## src/rtl/hashed_address_cache_unit_defines.svh

```systemverilog
// ----------------------------------------------------------------------------
// hashed address cache unit assertion macros
// shared concurrent assertion forms used by the cache top level
// ----------------------------------------------------------------------------
`ifndef HASHED_ADDRESS_CACHE_UNIT_DEFINES_SVH
`define HASHED_ADDRESS_CACHE_UNIT_DEFINES_SVH

// same-cycle implication
`define HAC_ASSERT_IMPLIES(label, clk, rst, ante, cons, msg) \
   label: assert property (@(posedge clk) disable iff (rst) (ante) |-> (cons)) \
      else $error(msg);

// next-cycle implication
`define HAC_ASSERT_NEXT(label, clk, rst, ante, cons, msg) \
   label: assert property (@(posedge clk) disable iff (rst) (ante) |=> (cons)) \
      else $error(msg);

`endif

```

## src/rtl/hac_pkg.sv

```systemverilog
// ----------------------------------------------------------------------------
// hac_pkg
// types, codes and constants shared by the hashed address cache modules
// ----------------------------------------------------------------------------
package hac_pkg;

   localparam int TABLE_INDEX_BITS = 10;
   localparam int TABLE_SLOTS      = 1 << TABLE_INDEX_BITS;
   localparam int KEY_BITS         = 64;
   localparam int ENTRY_BITS       = KEY_BITS + 1;
   localparam int ACTION_BITS      = 2;
   localparam int OUTCOME_BITS     = 3;
   localparam int SLOT_FIELD_BITS  = 10;
   localparam int QUEUE_DEPTH      = 2;
   localparam int QPTR_BITS        = $clog2(QUEUE_DEPTH);

   localparam logic [KEY_BITS-1:0] HASH_MUL1 = 64'hbf58476d1ce4e5b9;
   localparam logic [KEY_BITS-1:0] HASH_MUL2 = 64'h94d049bb133111eb;
   localparam int HASH_SHIFT1 = 30;
   localparam int HASH_SHIFT2 = 27;
   localparam int HASH_SHIFT3 = 31;

   typedef enum logic [ACTION_BITS-1:0] {
      ACT_MAP   = 2'd0,
      ACT_END   = 2'd1,
      ACT_CLEAR = 2'd2
   } action_type;

   typedef enum logic [OUTCOME_BITS-1:0] {
      OUT_HIT       = 3'd0,
      OUT_INSERTED  = 3'd1,
      OUT_MISS      = 3'd2,
      OUT_FULL      = 3'd3,
      OUT_POP_DUMP  = 3'd4,
      OUT_POP       = 3'd5,
      OUT_NOT_FOUND = 3'd6,
      OUT_CLEARED   = 3'd7
   } outcome_type;

   typedef enum logic {
      MODE_PROBE  = 1'b0,
      MODE_DIRECT = 1'b1
   } mode_type;

   typedef enum logic [1:0] {
      KIND_IMMEDIATE = 2'd0,
      KIND_CLEAR     = 2'd1,
      KIND_LOOKUP    = 2'd2
   } kind_type;

   typedef enum logic [2:0] {
      FRONT_IDLE = 3'd0,
      FRONT_MUL1 = 3'd1,
      FRONT_ADD1 = 3'd2,
      FRONT_MUL2 = 3'd3,
      FRONT_ADD2 = 3'd4,
      FRONT_PUSH = 3'd5
   } front_state_type;

   typedef enum logic [1:0] {
      BACK_CLEAR = 2'd0,
      BACK_IDLE  = 2'd1,
      BACK_ISSUE = 2'd2,
      BACK_CHECK = 2'd3
   } back_state_type;

   typedef struct packed {
      kind_type                    kind;
      logic                        is_end;
      logic [KEY_BITS-1:0]         key;
      logic                        permit;
      logic [TABLE_INDEX_BITS-1:0] slot;
      outcome_type                 imm_outcome;
   } cmd_type;

   typedef struct packed {
      logic full;
      logic empty;
   } q_status_type;

   typedef struct packed {
      logic init_busy;
   } back_status_type;

endpackage

```

## src/rtl/hac_front.sv

```systemverilog
// ----------------------------------------------------------------------------
// hac_front
// accepts request transactions, classifies them and hashes lookup keys
// ----------------------------------------------------------------------------
module hac_front import hac_pkg::*; (
   input  logic                   clock,
   input  logic                   reset,
   input  logic                   req_valid,
   output logic                   req_ready,
   input  logic [ACTION_BITS-1:0] req_action,
   input  logic [KEY_BITS-1:0]    req_target_address,
   input  logic                   req_permit,
   input  back_status_type        back_status,
   input  q_status_type           q_status,
   output logic                   q_push,
   output cmd_type                q_push_cmd
);

   front_state_type     state_ff, state_in;
   cmd_type             cmd_ff, cmd_in;
   logic [KEY_BITS-1:0] x_ff, x_in;
   logic [KEY_BITS-1:0] pll_ff, pll_in;
   logic [31:0]         plh_ff, plh_in;
   logic [31:0]         phl_ff, phl_in;
   logic [KEY_BITS-1:0] mult;
   logic [KEY_BITS-1:0] sum;
   logic [KEY_BITS-1:0] hash;

   always_ff @(posedge clock) begin
      if (reset) begin
         state_ff <= FRONT_IDLE;
      end else begin
         state_ff <= state_in;
      end
      cmd_ff <= cmd_in;
      x_ff   <= x_in;
      pll_ff <= pll_in;
      plh_ff <= plh_in;
      phl_ff <= phl_in;
   end

   // low 64 bits of x * mult from three 32 by 32 partial products
   assign mult = (state_ff == FRONT_MUL1) ? HASH_MUL1 : HASH_MUL2;
   assign sum  = pll_ff + {plh_ff + phl_ff, 32'b0};
   assign hash = sum ^ (sum >> HASH_SHIFT3);

   assign req_ready  = (state_ff == FRONT_IDLE) && !back_status.init_busy;
   assign q_push     = (state_ff == FRONT_PUSH) && !q_status.full;
   assign q_push_cmd = cmd_ff;

   always_comb begin
      state_in = state_ff;
      cmd_in   = cmd_ff;
      x_in     = x_ff;
      pll_in   = 64'(x_ff[31:0]) * 64'(mult[31:0]);
      plh_in   = x_ff[31:0] * mult[63:32];
      phl_in   = x_ff[63:32] * mult[31:0];
      case (state_ff)
         FRONT_IDLE: begin
            if (req_valid && req_ready) begin
               cmd_in.is_end      = (req_action == ACT_END);
               cmd_in.key         = req_target_address;
               cmd_in.permit      = req_permit;
               cmd_in.slot        = '0;
               cmd_in.kind        = KIND_IMMEDIATE;
               cmd_in.imm_outcome = OUT_MISS;
               x_in = req_target_address ^ (req_target_address >> HASH_SHIFT1);
               state_in = FRONT_PUSH;
               case (req_action)
                  ACT_CLEAR: begin
                     cmd_in.kind = KIND_CLEAR;
                  end
                  ACT_MAP: begin
                     if (req_target_address != '0) begin
                        cmd_in.kind = KIND_LOOKUP;
                        state_in    = FRONT_MUL1;
                     end
                  end
                  ACT_END: begin
                     cmd_in.imm_outcome = OUT_NOT_FOUND;
                     if (req_target_address != '0) begin
                        cmd_in.kind = KIND_LOOKUP;
                        state_in    = FRONT_MUL1;
                     end
                  end
                  default: begin
                     cmd_in.is_end = 1'b0;
                  end
               endcase
            end
         end
         FRONT_MUL1: begin
            state_in = FRONT_ADD1;
         end
         FRONT_ADD1: begin
            x_in     = sum ^ (sum >> HASH_SHIFT2);
            state_in = FRONT_MUL2;
         end
         FRONT_MUL2: begin
            state_in = FRONT_ADD2;
         end
         FRONT_ADD2: begin
            cmd_in.slot = hash[TABLE_INDEX_BITS-1:0];
            state_in    = FRONT_PUSH;
         end
         FRONT_PUSH: begin
            if (!q_status.full) begin
               state_in = FRONT_IDLE;
            end
         end
         default: begin
            state_in = FRONT_IDLE;
         end
      endcase
   end

endmodule

```

## config.mk

```make
export PLATFORM = sky130hd
export DESIGN_NAME = hac_front
export DESIGN_NICKNAME = d
export VERILOG_FILES = /design/src/rtl/hashed_address_cache_unit_defines.svh /design/src/rtl/hac_pkg.sv /design/src/rtl/hac_front.sv
export SDC_FILE = /design/constraint.sdc
export NUM_CORES = 2
export LEC_CHECK = 0
export BUFFER_PORTS_ARGS = -buffer_cell sky130_fd_sc_hd__buf_4
export CAP_MARGIN = 0
export CORE_MARGIN = 3
export CORE_UTILIZATION = 50
export DETAILED_ROUTE_END_ITERATION = 6
export GPL_ROUTABILITY_DRIVEN = 0
export PLACE_DENSITY_LB_ADDON = 0.15
export REMOVE_ABC_BUFFERS = 1
export SYNTH_ARGS = -nofsm -noshare
export SYNTH_HDL_FRONTEND = slang
export SYNTH_SLANG_ARGS = --single-unit
export TNS_END_PERCENT = 1
```

## constraint.sdc

```tcl
create_clock -name clock -period 8 [get_ports clock]
set_clock_uncertainty 0.2 [all_clocks]
set_input_delay 0.4 -clock clock [delete_from_list [all_inputs] [get_ports clock]]
set_output_delay 0.4 -clock clock [all_outputs]
set_load 0.01 [all_outputs]
```

==> impl_metrics.env <==
export IMPL_crit_required_ns=8.29
export IMPL_syn_area_per_cell_um2=10.2
export IMPL_via_count=41227
export IMPL_synth_top_cell_area_share=0.410
export IMPL_synth_enable_flop_cells=142
export IMPL_whs_ns=0.353
export IMPL_r2r_start="state_ff[1]"
export IMPL_slew_headroom=0.277
export IMPL_remaining_drc_errors=0
export IMPL_dieWidth_um=344
export IMPL_hold_start="req_permit"
export IMPL_r2r_slack_ns=0.06
export IMPL_drive_gt1_frac=0.129
export IMPL_row_count=123
export IMPL_worstMarginPinSlew_ns=1.07
export IMPL_cp_end_kind="register"
export IMPL_synthArstFlopShare=0
export IMPL_multiInputGateArea_um2=44600
export IMPL_start_util=0.505
export IMPL_finalNetCount=8282
export IMPL_path_class="reg2reg"
export IMPL_setup_ws_ns=0.0642
export IMPL_grt_pass1_vias=43950
export IMPL_slowest_delay_ns=0.55
export IMPL_post_place_ws_ns=-0.185
export IMPL_clkLatencyLatePin_ns=0.60
export IMPL_cts_max_level=1
export IMPL_fin_cells=7736
export IMPL_min_period_ns=7.94
export IMPL_finalSetupViolations=0
export IMPL_synthFlopType="edfxtp_1"
export IMPL_reg2regPathDepth=28
export IMPL_die_y_um=344
export IMPL_fmax_mhz=126
export IMPL_dr_pass1_iters=5
export IMPL_maxCapViolCount=0
export IMPL_fillers=9763
export IMPL_grt_max_degree=67
export IMPL_io_buffers=152
export IMPL_clkSinkCount=271
export IMPL_syn_inst=5599
export IMPL_antenna_found_initial=9
export IMPL_cts_tree="built"
export IMPL_dieArea_um2=118000
export IMPL_outcome="finished, final reports clean"
export IMPL_globalRouteOverflowTotal=0
export IMPL_hp_class="in2reg"
export IMPL_route_antenna_remaining_nets=0
export IMPL_rsz0062_at_grt="true"
export IMPL_crit_path_start_kind="register"
export IMPL_synth_area_um2=57000
export IMPL_area_growth_syn_to_layout_pct=15.0
export IMPL_fin_crit_sh=0.992
export IMPL_yosys_warnings=0
export IMPL_worst_path_max_fanout=11
export IMPL_io_pins=156
export IMPL_timing_final_max_slew_violations=0
export IMPL_register_area_um2=6850
export IMPL_r2r_end="pll_ff[61]"
export IMPL_cts_buffers=30
export IMPL_vias_per_cell=5.33
export IMPL_path_common_cell="fa_1"
export IMPL_slowest_stage="fa_2"
export IMPL_holdPathEnd="q_push_cmd[13]"
export IMPL_clk_path_buf_depth=3
export IMPL_wl_per_cell_um=24.4
export IMPL_yosysTopAreaCell="fa_1"
export IMPL_synth_common_cells="1583 x inv_1, 1169 x fa_1, 831 x ha_1, 305 x nand2_1, 231 x xnor2_1"
export IMPL_dp_cells=7572
export IMPL_ys_seq_area_frac=0.120
export IMPL_core_area_um2=113000
export IMPL_synth_cell_type_count=83
export IMPL_synthTopCellsByArea="fa_1 41%, ha_1 18%, inv_1 10%"
export IMPL_synth_most_common_cell="inv_1"
export IMPL_hold_violations=0
export IMPL_holdPathStages=2
export IMPL_grt_pass1_wl_mm=280
export IMPL_ys_seq_elements=271
export IMPL_clockRootBuffer="clkbuf_16"
export IMPL_arrival_ns=8.23
export IMPL_track_usage=0.327
export IMPL_wl_mm=189
export IMPL_clkSlewWorstSetupHoldPaths_ns=0.06
export IMPL_drtIter0Drc=3274
export IMPL_hpwl_mm=165
==> per-stage QoR <==
| stage | utilization | instance area (um^2) | setup TNS (ns) |
|---|---|---|---|
| after detailed placement | 0.556 | 62700 | -1.42 |
| after global routing | 0.581 | 65600 | -2.03 |
| after global placement | 0.556 | 62700 | -0.725 |
| final | 0.581 | 65600 | 0 |
| after floorplan | - | 56800 | -147.02 |
| after CTS | 0.575 | 64800 | -0.409 |
==> worst max path at each step <==
stage,from,endpoint,slack [ns],depth (start not counted)
floorplan,state_ff[0],pll_ff[40],-2.61,27
global placement,state_ff[1],plh_ff[31],-0.14,31
detailed placement,state_ff[2],pll_ff[60],-0.18,29
CTS,state_ff[1],pll_ff[52],-0.07,29
finish,state_ff[1],pll_ff[61],0.06,28
global route,state_ff[1],plh_ff[31],-0.19,32
==> critical path: cells and delay by family (launching register included) <==
family	cells	cell delay (ns)
adders and majority gates	9	4.14
AOI/OAI and AO/OA	7	1.44
buffers and inverters	8	1.01
and+or+nand+nor	3	0.52
DFF	1	0.37
xor gates and xnor gates	1	0.09
==> placed cells by master (no fill, tap or decap), drive strengths merged, types with 5 or more instances in the layout <==
cell type / count
xor2: 122
buf: 569
inv: 1584
dfxtp: 129
conb: 57
nor2: 151
nand3: 33
o211ai: 10
o21bai: 37
fa: 1169
clkinvlp: 5
and3: 26
nor3: 33
nand2b: 33
a2111oi: 6
nand2: 306
xnor2: 231
a211o: 9
a211oi: 27
nand4: 20
nor4: 24
clkbuf: 34
o21ai: 142
o21a: 23
a31oi: 17
or2: 8
or3: 10
and2: 7
o31ai: 9
nor2b: 15
edfxtp: 142
ha: 831
dlygate4sd3: 70
clkinv: 15
a21oi: 174
bufinv: 8
a21o: 85
==> logic make-up (layout without fill, tap and decap cells) <==
family	after synthesis	count (layout)	share of synthesized area
other	2	60	0.000132
adder cells (fa/ha/maj)	2000	2000	0.593
AND/OR/NAND/NOR	675	676	0.0533
XOR/XNOR	354	354	0.0546
flip-flops	271	271	0.120
buffers and inverters	1707	2285	0.113
AO/OA/AOI/OAI	587	587	0.0659
multiplexers	3	3	0.000527
==> cell type report <==
class / instances / area share
multi-input combinational: 3677 / 0.680
sequential: 271 / 0.104
inverter: 1589 / 0.0912
timing repair buffer: 640 / 0.0787
tap: 1500 / 0.0286
clock buffer: 33 / 0.0119
clock inverter: 23 / 0.00500
antenna: 3 / 0.000114
==> sequential cells by signal (all words and copies together), names as in the netlist <==
register / count
phl_ff: 32
pll_ff: 62
state_ff: 3
q_push_cmd: 78
x_ff: 64
plh_ff: 32
==> repair_timing <==
action                                  4_1_cts  5_1_grt
hold buffers                                 70        0
pin swaps                                    26       73
endpoints found under the setup margin       22       43
hold endpoints to repair                     97        0
setup buffers                                 6       27
resized for setup                            68      134
gates cloned                                  2        1
==> layer usage <==
| layer | up-vias | part of all wire | track usage |
|---|---|---|---|
| li1 | 18320 | - | - |
| met1 | 20739 | 0.41 | 0.446 |
| met2 | 1675 | 0.45 | 0.514 |
| met3 | 485 | 0.079 | 0.0493 |
| met4 | 8 | 0.064 | 0.157 |
| met5 | - | 0.00029 | 0 |
Power is not shown: default switching activity piles up to over one toggle a cycle in this logic, so the estimate is an artifact.
