==> src/rtl/hashed_address_cache_unit_defines.svh <==
// ----------------------------------------------------------------------------
// hashed address cache unit assertion macros
// shared concurrent assertion forms used by the cache top level
// ----------------------------------------------------------------------------
`ifndef HASHED_ADDRESS_CACHE_UNIT_DEFINES_SVH
`define HASHED_ADDRESS_CACHE_UNIT_DEFINES_SVH

// same-cycle implication
`define HAC_ASSERT_IMPLIES(label, clk, rst, ante, cons, msg) \
   label: assert property (@(posedge clk) disable iff (rst) (ante) |-> (cons)) \
      else $error(msg);

// next-cycle implication
`define HAC_ASSERT_NEXT(label, clk, rst, ante, cons, msg) \
   label: assert property (@(posedge clk) disable iff (rst) (ante) |=> (cons)) \
      else $error(msg);

`endif

==> src/rtl/hac_pkg.sv <==
// ----------------------------------------------------------------------------
// hac_pkg
// types, codes and constants shared by the hashed address cache modules
// ----------------------------------------------------------------------------
package hac_pkg;

   localparam int TABLE_INDEX_BITS = 10;
   localparam int TABLE_SLOTS      = 1 << TABLE_INDEX_BITS;
   localparam int KEY_BITS         = 64;
   localparam int ENTRY_BITS       = KEY_BITS + 1;
   localparam int ACTION_BITS      = 2;
   localparam int OUTCOME_BITS     = 3;
   localparam int SLOT_FIELD_BITS  = 10;
   localparam int QUEUE_DEPTH      = 2;
   localparam int QPTR_BITS        = $clog2(QUEUE_DEPTH);

   localparam logic [KEY_BITS-1:0] HASH_MUL1 = 64'hbf58476d1ce4e5b9;
   localparam logic [KEY_BITS-1:0] HASH_MUL2 = 64'h94d049bb133111eb;
   localparam int HASH_SHIFT1 = 30;
   localparam int HASH_SHIFT2 = 27;
   localparam int HASH_SHIFT3 = 31;

   typedef enum logic [ACTION_BITS-1:0] {
      ACT_MAP   = 2'd0,
      ACT_END   = 2'd1,
      ACT_CLEAR = 2'd2
   } action_type;

   typedef enum logic [OUTCOME_BITS-1:0] {
      OUT_HIT       = 3'd0,
      OUT_INSERTED  = 3'd1,
      OUT_MISS      = 3'd2,
      OUT_FULL      = 3'd3,
      OUT_POP_DUMP  = 3'd4,
      OUT_POP       = 3'd5,
      OUT_NOT_FOUND = 3'd6,
      OUT_CLEARED   = 3'd7
   } outcome_type;

   typedef enum logic {
      MODE_PROBE  = 1'b0,
      MODE_DIRECT = 1'b1
   } mode_type;

   typedef enum logic [1:0] {
      KIND_IMMEDIATE = 2'd0,
      KIND_CLEAR     = 2'd1,
      KIND_LOOKUP    = 2'd2
   } kind_type;

   typedef enum logic [2:0] {
      FRONT_IDLE = 3'd0,
      FRONT_MUL1 = 3'd1,
      FRONT_ADD1 = 3'd2,
      FRONT_MUL2 = 3'd3,
      FRONT_ADD2 = 3'd4,
      FRONT_PUSH = 3'd5
   } front_state_type;

   typedef enum logic [1:0] {
      BACK_CLEAR = 2'd0,
      BACK_IDLE  = 2'd1,
      BACK_ISSUE = 2'd2,
      BACK_CHECK = 2'd3
   } back_state_type;

   typedef struct packed {
      kind_type                    kind;
      logic                        is_end;
      logic [KEY_BITS-1:0]         key;
      logic                        permit;
      logic [TABLE_INDEX_BITS-1:0] slot;
      outcome_type                 imm_outcome;
   } cmd_type;

   typedef struct packed {
      logic full;
      logic empty;
   } q_status_type;

   typedef struct packed {
      logic init_busy;
   } back_status_type;

endpackage

==> src/rtl/hac_fifo.sv <==
// ----------------------------------------------------------------------------
// hac_fifo
// short command queue between the classifying front and the table back end
// ----------------------------------------------------------------------------
module hac_fifo import hac_pkg::*; (
   input  logic         clock,
   input  logic         reset,
   input  logic         push,
   input  cmd_type      push_cmd,
   input  logic         pop,
   output cmd_type      head_cmd,
   output q_status_type status
);

   cmd_type              entries_ff [QUEUE_DEPTH];
   logic [QPTR_BITS-1:0] wr_ptr_ff, wr_ptr_in;
   logic [QPTR_BITS-1:0] rd_ptr_ff, rd_ptr_in;
   logic [QPTR_BITS:0]   count_ff, count_in;

   always_ff @(posedge clock) begin
      if (reset) begin
         wr_ptr_ff <= '0;
         rd_ptr_ff <= '0;
         count_ff  <= '0;
      end else begin
         wr_ptr_ff <= wr_ptr_in;
         rd_ptr_ff <= rd_ptr_in;
         count_ff  <= count_in;
      end
      if (push) begin
         entries_ff[wr_ptr_ff] <= push_cmd;
      end
   end

   always_comb begin
      wr_ptr_in = push ? wr_ptr_ff + 1'b1 : wr_ptr_ff;
      rd_ptr_in = pop ? rd_ptr_ff + 1'b1 : rd_ptr_ff;
      count_in  = count_ff;
      if (push && !pop) begin
         count_in = count_ff + 1'b1;
      end else if (pop && !push) begin
         count_in = count_ff - 1'b1;
      end
   end

   assign head_cmd     = entries_ff[rd_ptr_ff];
   assign status.full  = (count_ff == (QPTR_BITS + 1)'(QUEUE_DEPTH));
   assign status.empty = (count_ff == '0);

endmodule

==> config.mk <==
export PLATFORM = sky130hd
export DESIGN_NAME = hac_fifo
export DESIGN_NICKNAME = d
export VERILOG_FILES = /design/src/rtl/hashed_address_cache_unit_defines.svh /design/src/rtl/hac_pkg.sv /design/src/rtl/hac_fifo.sv
export SDC_FILE = /design/constraint.sdc
export NUM_CORES = 1
export LEC_CHECK = 0
export BUFFER_PORTS_ARGS = -buffer_cell sky130_fd_sc_hd__buf_4
export CAP_MARGIN = 25
export CORE_ASPECT_RATIO = 1.5
export CORE_MARGIN = 1
export CORE_UTILIZATION = 49
export CTS_BUF_LIST = sky130_fd_sc_hd__clkbuf_8
export DETAILED_ROUTE_END_ITERATION = 12
export PLACE_DENSITY_LB_ADDON = 0.1
export SYNTH_ARGS = -nofsm -noshare
export SYNTH_HDL_FRONTEND = slang
export SYNTH_SLANG_ARGS = --single-unit
export TNS_END_PERCENT = 30
==> constraint.sdc <==
create_clock -name clock -period 4.6 [get_ports clock]
set_input_delay 0.23 -clock clock [delete_from_list [all_inputs] [get_ports clock]]
set_output_delay 0.23 -clock clock [all_outputs]
set_load 0.01 [all_outputs]
==> results.sh, run 1 <==
export IMPL_power_per_cell_area_mw_per_mm2=365
export IMPL_h_tree_lvls=4
export IMPL_postLayoutCoreUtil_pct=72.2
export IMPL_grt_overflow=0
export IMPL_first_global_vias=3666
export IMPL_hold_worst_slack_ps=62.9
export IMPL_global_route_wire_length_before_repair_um=17200
export IMPL_fin_skew_ps=8.73
export IMPL_clock_sinks=167
export IMPL_cts_root_buffer_cell="sky130_fd_sc_hd__clkbuf_8"
export IMPL_worst_setup_path_start_kind="register"
export IMPL_timing_critical_path_buf_inv=2
export IMPL_finish_net_count=623
export IMPL_critical_path_class="reg2out"
export IMPL_worst_ep_required_time_ps=4370
export IMPL_std_cell_rows=49
export IMPL_flow_area_growth_from_synthesis_pct=42.6
export IMPL_ant_nets=0
export IMPL_timing_critical_path_slowest_cell_delay_ps=570
export IMPL_final_hold_violation_count=0
export IMPL_cts_resized=0
export IMPL_synth_yosys_seq_area_share_pct=81.6
export IMPL_worst_path_max_fanout=59
export IMPL_final_max_slew_viol_count=0
export IMPL_clock_tree_from_tritoncts="built"
export IMPL_cellInternalPower_w=0.00243
export IMPL_totalNegativeSetupSlack_ps=0
export IMPL_power_share_switching_pct=23.4
export IMPL_ctsLongestPathBuffers=2
export IMPL_die_x_um=93.0
export IMPL_drt_wirelength_per_cell_um=15.8
export IMPL_power_share_combinational_pct=15.1
export IMPL_floorplan_die_height_um=138
export IMPL_run_status="finished, final reports clean"
export IMPL_leading_cell_types_by_total_area_after_synthesis="sky130_fd_sc_hd__edfxtp_1 80%, sky130_fd_sc_hd__mux2_2 15%, sky130_fd_sc_hd__dfxtp_1 1.6%, sky130_fd_sc_hd__buf_6 1.5%, sky130_fd_sc_hd__nor2_1 0.31%"
export IMPL_route_vias_total=3381
export IMPL_path_cells="buf_16 > mux2_2 > buf_4"
export IMPL_type_of_the_most_critical_hold_path="in2reg"
export IMPL_cts_made_buffers=17
export IMPL_max_slew_worst_pin_slew_ps=670
export IMPL_synth_ff_latch_count=167
export IMPL_critical_path_arrival_ps=1890
export IMPL_sequentialPowerShare_pct=56.9
export IMPL_boundaryPins=168
export IMPL_post_synth_num_cell_types=16
export IMPL_detail_route_drc_violations=0
export IMPL_diodes=0
export IMPL_crit_family="flip-flops"
export IMPL_min_period_over_period_pct=46.1
export IMPL_final_layout_size_suffix_gt1_share_pct=52.0
export IMPL_postRouteWirelength_um=11100
export IMPL_post_synth_top_area_fraction_pct=80.0
export IMPL_initial_core_util_pct=50.6
export IMPL_cellLeakagePower_nw=3.27
export IMPL_synthesized_net_count=360
export IMPL_synthDominantAreaCellType="sky130_fd_sc_hd__edfxtp_1"
export IMPL_endpoint_kind="primary output"
export IMPL_drt_first_pass_iters=4
export IMPL_p_sw_w=0.000740
export IMPL_drt_first_iter_violations=167
export IMPL_final_period_minus_worst_setup_slack_ps=2120
export IMPL_yosys_warnings=0
export IMPL_clock_power_share_pct=27.9
export IMPL_dieArea_mm2=0.0129
export IMPL_netlist_instances=274
export IMPL_grt_antenna_before_repair=0
export IMPL_netlist_area_mm2=0.00608
export IMPL_path_clk_slew_ps=70
export IMPL_ir_drop_uv=262
export IMPL_timing_max_cap_violations=0
export IMPL_port_buffers=167
export IMPL_grt_setup_unrepaired="no"
export IMPL_timing_critical_path_slowest_stage_cell="sky130_fd_sc_hd__dfxtp_4"
export IMPL_gpl_final_weighted_congestion=0.712
export IMPL_grt_usage_pct=18.0
export IMPL_core_region_area_mm2=0.0120
export IMPL_vias_per_cell=4.81
export IMPL_max_freq_mhz=471
export IMPL_syn_area_per_cell_um2=22.2
export IMPL_max_slew_margin_pct=55.3
export IMPL_setup_viol=0
export IMPL_clkLatencyLatePin_ps=430
export IMPL_dp_hpwl_um=6710
export IMPL_grt_max_degree=61
[cells in the mapped netlist]
cell type,count
sky130_fd_sc_hd__edfxtp_1,162
sky130_fd_sc_hd__mux2_2,81
sky130_fd_sc_hd__buf_6,8
sky130_fd_sc_hd__dfxtp_1,5
sky130_fd_sc_hd__nor2_1,5
sky130_fd_sc_hd__xnor2_1,2
sky130_fd_sc_hd__xor2_1,2
sky130_fd_sc_hd__a21oi_1,1
sky130_fd_sc_hd__and2_1,1
sky130_fd_sc_hd__and2b_2,1
sky130_fd_sc_hd__buf_4,1
sky130_fd_sc_hd__ha_1,1
sky130_fd_sc_hd__inv_1,1
sky130_fd_sc_hd__nor2b_1,1
sky130_fd_sc_hd__o21ai_0,1
sky130_fd_sc_hd__or3_1,1
[state kept, by name, indices dropped and copies added (netlist names), named ones only]
signal,cells
count_ff,2
wr_ptr_ff,1
rd_ptr_ff,1
entries_ff,162
[power groups by stage]
stage | logic, W | clock network (W) | registers, W
5_1_grt | 0.000511 | 0.000968 | 0.00181
3_3_place_gp | 0.000394 | 0 | 0.00185
4_1_cts | 0.000486 | 0.000916 | 0.00180
6_report | 0.000480 | 0.000884 | 0.00180
3_5_place_dp | 0.000426 | 0 | 0.00184
2_1_floorplan | 0.000218 | 0 | 0.00183
[cells by family after synthesis]
| group | count (synthesis) | share of synthesized area, % |
|---|---|---|
| muxes | 81 | 15.0 |
| DFF | 167 | 81.6 |
| AOI/OAI and AO/OA | 2 | 0.164 |
| xor gates and xnor gates | 4 | 0.576 |
| and+or+nand+nor | 9 | 0.761 |
| adders and majority gates | 1 | 0.206 |
| buffers and inverters | 10 | 1.67 |
[placed cells by master (no fill, tap or decap), drive strengths merged]
master / synthesis / routed
a21oi: 1 / 1
xnor2: 2 / 2
clkinv: 0 / 7
inv: 1 / 6
or3: 1 / 1
and2b: 1 / 1
clkbuf: 0 / 17
and2: 1 / 1
xor2: 2 / 2
ha: 1 / 1
buf: 9 / 171
clkinvlp: 0 / 3
edfxtp: 162 / 162
nor2b: 1 / 1
dlygate4sd3: 0 / 82
nor2: 5 / 5
o21ai: 1 / 1
mux2: 81 / 81
dfxtp: 5 / 5
[routing by layer]
layer	up-vias	part of all wire (%)	GRT usage (%)
met5	-	0	0
met4	0	2.2	8.58
met3	17	6.1	6.22
met2	115	56	33.0
met1	1648	35	17.6
li1	1601	-	-
[final timing paths]
check	start	endpoint	slack (ps)	cells after the start
worst max-delay path	register	head_cmd[7]	2480	3
worst min-delay path	pop	register	60	3
worst max register to register	wr_ptr_ff	entries_ff[1][34]	3100	2
worst min register to register	count_ff[1]	count_ff[1]	520	2
[worst min-delay path: cells and delay by family]
family	cells	cell delay (ps)
XOR/XNOR	1	60
buffers and inverters	1	90
AND/OR/NAND/NOR	1	70
[metrics by stage]
stage | setup slack [ps] | instances | area (µm²) | power, W
final | 2480 | 703 | 8670 | 0.00317
after global routing | 2350 | 703 | 8670 | 0.00329
after CTS | 2420 | 703 | 8670 | 0.00320
after detailed placement | 2900 | 589 | 7510 | 0.00226
after global placement | 2660 | 587 | 7460 | 0.00225
after floorplan | 149 | 274 | 6080 | 0.00205
[cell type report]
class,count,area (µm²)
Tap cell,153,191
Fill cell,848,3350
Inverter,1,3.75
Multi-Input combinational cell,97,1030
Sequential cell,167,4970
Clock inverter,15,103
Timing Repair Buffer,253,2140
Clock buffer,17,234
[timing repair]
| item | 4_1_cts | 5_1_grt |
|---|---|---|
| endpoints found under the hold margin | 167 | 0 |
| buffers inserted | 0 | 0 |
| hold buffers | 82 | 0 |
No activity file was read; power rests on OpenSTA's default activity.
==> inputs of run 2 (changes only) <==
Clock period 4.6 ns to 1.81 ns, I/O delays scaled along.
==> run 2 against run 1 <==
Against the previous run: utilization grew 1.7 points; setup slack worse by 2400 ps; flip-flop and latch count unchanged; clock skew increased by 2.9 ps; largest power group unchanged; via count rose by 3.0%; clock-buffer cell count is the same; power rose to 2.7 times the previous value; critical path depth stayed put; routed wire length increased by 6.3%; design area up 2.3%; first-iteration DRC count down 26%; critical path type unchanged; sequential power grew to 2.5 times the previous value.
==> results.sh, run 2 (synthesis results as in run 1) <==
export IMPL_critical_path_arrival_ps=1610
export IMPL_hold_path_endpoint="entries_ff[0][42]"
export IMPL_final_layout_size_suffix_gt1_share_pct=52.4
export IMPL_final_period_minus_worst_setup_slack_ps=1700
export IMPL_mostFrequentLayoutCell="sky130_fd_sc_hd__buf_4"
export IMPL_diodes=0
export IMPL_setup_viol=0
export IMPL_ir_drop_uv=713
export IMPL_leading_cell_types_in_the_layout_fill_and_taps_excluded="173 x sky130_fd_sc_hd__buf_4, 162 x sky130_fd_sc_hd__edfxtp_1, 85 x sky130_fd_sc_hd__dlygate4sd3_1, 81 x sky130_fd_sc_hd__mux2_2, 17 x sky130_fd_sc_hd__clkbuf_8"
export IMPL_drt_first_pass_iters=5
export IMPL_ff2ff_path_depth=2
export IMPL_finish_net_count=634
export IMPL_postLayoutCoreUtil_pct=73.8
export IMPL_grt_overflow=0
export IMPL_power_share_switching_pct=22.5
export IMPL_max_slew_worst_pin_slew_ps=367
export IMPL_grt_max_degree=66
export IMPL_path_cells="buf_12 > mux2_2 > buf_4"
export IMPL_sequentialPowerShare_pct=53.4
export IMPL_finalNonFillerCells=714
export IMPL_cts_made_buffers=17
export IMPL_timing_max_cap_violations=0
export IMPL_grt_antenna_before_repair=0
export IMPL_top_register="entries_ff"
export IMPL_final_max_slew_viol_count=0
export IMPL_worst_setup_path_start_kind="register"
export IMPL_cellLeakagePower_nw=3.37
export IMPL_grt_setup_unrepaired="no"
export IMPL_worst_slack_ps=106
export IMPL_clock_power_share_pct=31.5
export IMPL_ctsLongestPathBuffers=2
export IMPL_p_sw_w=0.00193
export IMPL_critical_path_class="reg2out"
export IMPL_timing_critical_path_slowest_cell_delay_ps=450
export IMPL_drt_wirelength_per_cell_um=16.6
export IMPL_final_hold_violation_count=0
export IMPL_flow_area_growth_from_synthesis_pct=45.9
export IMPL_cts_root_buffer_cell="sky130_fd_sc_hd__clkbuf_8"
export IMPL_clock_sinks=167
export IMPL_holdPathStages=2
export IMPL_path_clk_slew_ps=90
export IMPL_clock_tree_from_tritoncts="built"
export IMPL_core_region_area_mm2=0.0120
export IMPL_ant_nets=0
export IMPL_highest_layer="met4"
export IMPL_endpoint_kind="primary output"
export IMPL_drt_first_iter_violations=123
export IMPL_boundaryPins=168
export IMPL_power_per_cell_area_mw_per_mm2=964
export IMPL_gpl_final_weighted_congestion=0.726
export IMPL_die_x_um=93.0
export IMPL_floorplan_die_height_um=138
export IMPL_hold_path_startpoint="push_cmd[42]"
export IMPL_grt_usage_pct=19.2
export IMPL_met3_wirelength_um=643
export IMPL_biggest_regs="entries_ff: 162 flops, count_ff: 2 flops"
export IMPL_min_period_over_period_pct=94.2
export IMPL_fin_skew_ps=11.6
export IMPL_detailed_route_wire_length_on_metal_1_um=4170
export IMPL_detail_route_drc_violations=0
export IMPL_first_global_vias=3823
export IMPL_worst_ep_required_time_ps=1720
export IMPL_timing_critical_path_buf_inv=2
export IMPL_dp_hpwl_um=7340
export IMPL_worst_path_max_fanout=22
export IMPL_n_fill_cell=803
export IMPL_reg2reg_setup_slack_ps=490
export IMPL_power_share_combinational_pct=15.1
export IMPL_dieArea_mm2=0.0129
export IMPL_h_tree_lvls=4
export IMPL_timing_critical_path_slowest_stage_cell="sky130_fd_sc_hd__dfxtp_4"
export IMPL_cellInternalPower_w=0.00663
export IMPL_postRouteWirelength_um=11800
export IMPL_run_status="finished, final reports clean"
export IMPL_global_route_wire_length_before_repair_um=18200
export IMPL_clkLatencyLatePin_ps=440
export IMPL_vias_per_cell=4.88
export IMPL_totalNegativeSetupSlack_ps=0
export IMPL_port_buffers=167
export IMPL_met2RoutedLength_um=6790
export IMPL_initial_core_util_pct=50.6
export IMPL_max_freq_mhz=587
export IMPL_largest_register_ffs=162
export IMPL_max_slew_margin_pct=75.6
export IMPL_worst_r2r_endpoint="entries_ff[1][49]"
export IMPL_route_vias_total=3481
export IMPL_placed_cells=593
export IMPL_r2r_start="wr_ptr_ff"
export IMPL_crit_family="flip-flops"
export IMPL_type_of_the_most_critical_hold_path="in2reg"
export IMPL_std_cell_rows=49
export IMPL_hold_worst_slack_ps=370
export IMPL_dpl_worst_slack_ps=427
-- run 2: cell types whose count changed in the layout (fill, tap and decap cells not counted), sizes merged --
cell | previous run | this run
buf | 171 | 179
bufinv | 0 | 3
dlygate4sd3 | 82 | 85
clkinv | 7 | 5
clkinvlp | 3 | 2
-- run 2: final cells by class --
cell class	instances	area (µm²)	area share, %
Sequential cell	167	4970	56.0
Clock buffer	17	234	2.64
Timing Repair Buffer	264	2270	25.6
Tap cell	153	191	2.16
Inverter	1	3.75	0.0423
Clock inverter	15	176	1.99
Multi-Input combinational cell	97	1030	11.6
-- run 2: worst max path at each step --
stage	from	cells after the start	endpoint	slack, ps
5_1_grt	register	3	head_cmd[55]	20
3_3_place_gp	register	3	head_cmd[55]	430
2_1_floorplan	wr_ptr_ff	1	entries_ff[0][0]	-140
3_5_place_dp	register	3	head_cmd[55]	430
4_1_cts	register	3	head_cmd[55]	50
6_report	register	3	head_cmd[55]	110
-- run 2: repair_timing --
item | CTS | global route
buffers inserted | 4 | 0
endpoints found under the setup margin | 66 | 0
gates resized for setup | 0 | 0
hold endpoints to repair | 167 | 0
hold buffers | 85 | 0
-- run 2: power by group through the flow --
stage / clock network [W] / logic (W) / registers [W]
finish: 0.00270 / 0.00129 / 0.00457
global route: 0.00290 / 0.00138 / 0.00459
CTS: 0.00276 / 0.00130 / 0.00457
detailed placement: 0 / 0.00112 / 0.00467
global placement: 0 / 0.00110 / 0.00465
floorplan: 0 / 0.000556 / 0.00463
-- run 2: metal layers --
metal / GRT usage (%) / up-vias
met5: 0 / -
met4: 6.96 / 0
met3: 7.15 / 17
met2: 36.3 / 116
met1: 18.3 / 1721
li1: - / 1627
-- run 2: metrics by stage --
step	total power, W	cell area [µm²]
after CTS	0.00864	8870
final	0.00855	8870
after global placement	0.00576	7580
after floorplan	0.00519	6090
after global routing	0.00887	8870
after detailed placement	0.00579	7580
